===== config.mk =====
export PLATFORM = sky130hd
export DESIGN_NAME = ceq_ctrl
export DESIGN_NICKNAME = d
export VERILOG_FILES = /design/src/rtl/ceq_pkg.sv /design/src/rtl/ceq_ctrl.sv
export SDC_FILE = /design/constraint.sdc
export NUM_CORES = 1
export LEC_CHECK = 0
export BUFFER_PORTS_ARGS = -buffer_cell sky130_fd_sc_hd__buf_2
export CORE_AREA = 4 4 41 43
export DETAILED_ROUTE_END_ITERATION = 6
export DIE_AREA = 0 0 45 47
export MAX_ROUTING_LAYER = met4
export SLEW_MARGIN = 20
export SYNTH_ARGS = -nofsm -noshare
export SYNTH_HDL_FRONTEND = slang
export SYNTH_SLANG_ARGS = --single-unit

===== constraint.sdc =====
create_clock -name i_clk -period 2.3 [get_ports i_clk]
set_clock_uncertainty 0.05 [all_clocks]
set_input_delay 0.115 -clock i_clk [delete_from_list [all_inputs] [get_ports i_clk]]
set_output_delay 0.115 -clock i_clk [all_outputs]
set_load 0.05 [all_outputs]

===== src/rtl/ceq_pkg.sv =====
// Shared types and codes for the coalescing event queue.
// No dependencies; imported by the controller, datapath, top level and checker.
package ceq_pkg;

    localparam logic       ACT_QUEUE = 1'b0;
    localparam logic       ACT_FLUSH = 1'b1;

    localparam logic [1:0] RT_ACK    = 2'd0;
    localparam logic [1:0] RT_EVENT  = 2'd1;
    localparam logic [1:0] RT_EMPTY  = 2'd2;

    localparam logic [15:0] COUNT_MAX = 16'hFFFF;

    typedef struct packed {
        logic        action;
        logic [31:0] event_key;
        logic [2:0]  event_kind;
        logic [63:0] event_payload;
    } t_in_beat;

    typedef struct packed {
        logic [1:0]  result_type;
        logic        flush_wanted;
        logic        dropped;
        logic [2:0]  out_kind;
        logic [31:0] out_key;
        logic [63:0] out_payload;
        logic [15:0] merge_count;
        logic        last;
    } t_out_beat;

    typedef struct packed {
        logic [2:0]  kind;
        logic [31:0] key;
        logic [63:0] payload;
        logic [15:0] cnt;
    } t_entry;

    // controller -> datapath
    typedef struct packed {
        logic capture;      // take the input beat and its match result
        logic commit;       // finish a queue request, load acknowledge
        logic flush_pop;    // move head entry out, shift chain down
        logic flush_empty;  // load the empty-flush result
    } t_cmd;

    // datapath -> controller
    typedef struct packed {
        logic occ_zero;
        logic occ_one;
        logic out_free;
    } t_stat;

endpackage


===== src/rtl/ceq_ctrl.sv =====
// Sequencer of the coalescing event queue: accept, commit, flush drain.
// Depends on ceq_pkg for the command and status structs.
module ceq_ctrl
    import ceq_pkg::*;
(
    input  logic     i_clk,
    input  logic     i_rst_n,
    input  logic     i_in_valid,
    input  logic     i_action,
    output logic     o_in_ready,
    input  t_stat    i_stat,
    output t_cmd     o_cmd
);

    localparam logic [1:0] S_IDLE   = 2'd0;
    localparam logic [1:0] S_COMMIT = 2'd1;
    localparam logic [1:0] S_FLUSH  = 2'd2;

    logic [1:0] r_state;
    logic [1:0] n_state;

    always_comb begin
        n_state    = r_state;
        o_in_ready = 1'b0;
        o_cmd      = '0;
        unique case (r_state)
            S_IDLE: begin
                o_in_ready = 1'b1;
                if (i_in_valid) begin
                    o_cmd.capture = 1'b1;
                    n_state = (i_action == ACT_FLUSH) ? S_FLUSH : S_COMMIT;
                end
            end
            S_COMMIT: begin
                if (i_stat.out_free) begin
                    o_cmd.commit = 1'b1;
                    n_state = S_IDLE;
                end
            end
            S_FLUSH: begin
                if (i_stat.out_free) begin
                    if (i_stat.occ_zero) begin
                        o_cmd.flush_empty = 1'b1;
                        n_state = S_IDLE;
                    end else begin
                        o_cmd.flush_pop = 1'b1;
                        if (i_stat.occ_one) begin
                            n_state = S_IDLE;
                        end
                    end
                end
            end
            default: begin
                n_state = S_IDLE;
            end
        endcase
    end

    always_ff @(posedge i_clk) begin
        if (!i_rst_n) begin
            r_state <= S_IDLE;
        end else begin
            r_state <= n_state;
        end
    end

endmodule


== Word-level counts from Yosys, hierarchy flattened ==
Cells that the tools add are included.
Word-level totals
  output and inout bits: 5
  word-level logic and storage cells: 25
  input bits: 7
  flip-flop bits (word level): 2
Operators by class
  multiplexer cells: 16
  reductions and logical operators: 2
  eq/ne operators: 6
Operators with widths (count)
  two-way mux 2 bit: 8
  two-way mux 1 bit: 7
  inequality test 2 bit (second input constant): 3
  one-hot mux 2 bit (3 select lines): 1
  AND reduction 4 bit: 1
  inequality test 3 bit (second input constant): 1
  == test 2 x 1 -> 1 bit (second input constant): 1
  == test 2 bit (second input constant): 1
  zero test 2 bit: 1

== Logic depth before layout (Yosys ltp) ==
  depth after elaboration: 4
  gate-level depth with buffers: 2
  gate-level depth less buffers: 2

== Least setup slack after synthesis ==
OpenSTA, ideal clock, no wires.
  path kind: reg-to-output
  start: register r_state[1]
  end: output port o_cmd[0] (netlist bit)
  cell stages (with the launch flop): 3
  data required time: 2135 ps
  data arrival time: 1617 ps
  path slack: 518 ps
  cells stage by stage: dfxtp_1 > nand2_1 > nor3b_1
RTL lines
  start: declaration: line ceq_ctrl.sv:19  | logic [1:0] r_state;
  start signal: assignment: line ceq_ctrl.sv:63  | r_state <= n_state;
  end: declaration: line ceq_ctrl.sv:12  | output t_cmd o_cmd

==> flow_summary_export.csv <==
group,metric,value,unit
outcome,status,"finished clean",
timing,final-max-slew-violation-count,0,
clock_tree,cts_max_level,1,
setup_path,start_kind,"flop",
timing,finalSetupTns,0,ns
finish,top_register,"r_state",
finish,register_area,40.0,um2
power_and_ir_drop,total_power,0.156,mW
timing,setup_viol,0,
synth,synthFlopType,"dfxtp_1",
power_and_ir_drop,vdd_ir_drop_max,139,uV
setup_path,worst_ep_arrival_time,1.17,ns
synth,ys_seq_area_share,31.7,%
clock_tree,clk_latency,0.22,ns
global_routing,antenna_found_initial,0,
finish,largest_register_ffs,2,
placement,dpl_cell_area,200,um2
setup_path,critPathLaunch,"r_state[1]",
power_and_ir_drop,p_leak,0.104,nW
setup_path,cp.required,2.13,ns
clock_tree,cts_root_buffer,"clkbuf_4",
clock_tree,cts.sinks,2,
clock_tree,cts_tree,"built",
synth,yosys-top-cells-count,"a21oi_1, dfxtp_1, nand2_1, nor2_1",
timing,slew_headroom,83.4,%
route,via_per_inst,3.62,
synth,synth_fp_nets,23,
floorplan,die_h,47,um
route,ant_nets,0,
global_routing,grt_pass1_wl,614,um
min_path,hp-class,"in -> reg",
setup_path,cp-end-kind,"output port",
finish,diodes,0,
route,drc,0,
clock_tree,cts_resized,0,
finish,area_delta_synth_final,76.2,%
finish,layout-drive-gt1-share,50.0,%
synth,synth.area.top_cells,"dfxtp_1, and4bb_2, a21oi_1, or3b_1, nand2_1",
timing,tightest_slew,0.251,ns
synth,ys_ff_latch,2,
timing,fmax,750,MHz
placement,port_buffers,11,
setup_path,crit_fanout,6,
power_and_ir_drop,pwr_density_cell,699,nW/um2
finish,reg_top3,"r_state x2",
finish,multiInputGateArea,86.3,um2
floorplan,die_w,45,um
global_routing,globalRouteOverflowTotal,0,
clock_tree,cts_made_buffers,3,
finish,fin_nets,39,
min_path,worstHoldStart,"i_rst_n",
route,first_pass_iters,2,
route,vias,163,
clock_tree,cts_setup_buffers,0,
synth,yosys.area.top_type,"dfxtp_1",
setup_path,worstSetupPathType,"reg -> out",
placement,finalWeightedCongestion,0.733,
clock_tree,hold_buffers,0,
synth,synth_cell_types,12,
route,wl,380,um
floorplan,num_io_pins,12,
synth,synth_top_area_share,31.7,%
global_routing,grt_pass1_vias,156,
synth,syn_inst,16,
synth,syn_area,126,um2
finish,stdcell_area,223,um2
timing,finalCritPeriodShare,58.0,%
synth,yosys_warnings,0,
route,routedWlPerCell,8.44,um
finish,n_fill_cell,161,
clock_tree,cts.reportedPaths.clkPinSlew,0.03,ns
synth,synth.avg_cell_area,7.90,um2
flow_run,maxCapViolCount,0,
floorplan,core,1300,um2
clock_tree,cts_max_path_buffers,2,
floorplan,rows,13,
timing,grt_setup_unrepaired,"false",
setup_path,r2r-start,"r_state[0]",
route,first_iter_violations,2,
global_routing,grt_max_degree,8,
floorplan,dieArea,2120,um2
global_routing,groute.usage.overall,5.21,%
synth,synth_edf_count,0,
floorplan,initial_core_util,9.71,%
timing,layout_min_cycle_time,1.33,ns
synth,async_flop_share,0,%
timing,final_hold_viol_count,0,
==> layout by cell type, fill, tap and decap left out <==
cell      synthesis  layout
nand2b_1          1       1
a21oi_1           2       2
nor2_1            2       2
nor3_1            1       1
nor3b_1           1       1
dfxtp_1           2       2
buf_2             0      11
and4bb_2          1       1
clkbuf_4          0       3
and2_1            1       1
or2b_1            1       1
nand2_1           2       2
or3b_1            1       1
o211ai_1          1       1
==> metal layers <==
layer / wire length [um] / vias to the layer above / GRT usage (%)
met5: 0 / - / -
met4: 0 / 0 / 7.02
met3: 71 / 0 / 4.60
met2: 183 / 8 / 6.78
met1: 125 / 69 / 3.61
li1: - / 86 / -
==> critical path: stages, from the launching register on <==
cell and delay (ns):
dfxtp_1 0.39, nand2_1 0.09, nor3b_1 0.18, buf_2 0.29
==> cells by family (layout without fill, tap and decap cells) <==
group                  after synthesis  count (layout)  share of synthesized area (%)
AO/OA/AOI/OAI                        3               3                           13.9
buffers and inverters                0              14                              0
flip-flops                           2               2                           31.7
AND/OR/NAND/NOR                     11              11                           54.5
==> final timing paths <==
check | slack, ns | cells after the start | to
worst min register to register | 0.56 | 2 | r_state[0]
worst max register to register | 1.30 | 2 | r_state[0]
worst max-delay path | 0.97 | 3 | o_cmd[0]
worst min-delay path | 0.10 | 3 | r_state[0]
==> final cells by class <==
class | count | area share (%)
well taps | 15 | 8.43
multi-input cells | 14 | 38.8
flip-flops and latches | 2 | 18.0
clock buffers | 3 | 10.1
repair buffers | 11 | 24.7
==> metrics by stage <==
stage	std cells	util (%)	hold WS, ns	worst slack, ns
after floorplan	16	-	0.195	0.518
after global placement	42	15.4	0.333	1.20
after detailed placement	42	15.4	0.331	1.19
after CTS	45	17.1	0.0959	0.945
after global routing	45	17.1	0.113	0.866
final	45	17.1	0.101	0.967
==> power breakdown <==
group          leakage [nW]  internal [mW]  total, mW  switching [mW]
clock network        0.0138         0.0574     0.0757          0.0183
logic                0.0735         0.0132     0.0395          0.0263
registers            0.0164         0.0373     0.0405         0.00317
Power figures use the tool's default switching activity.
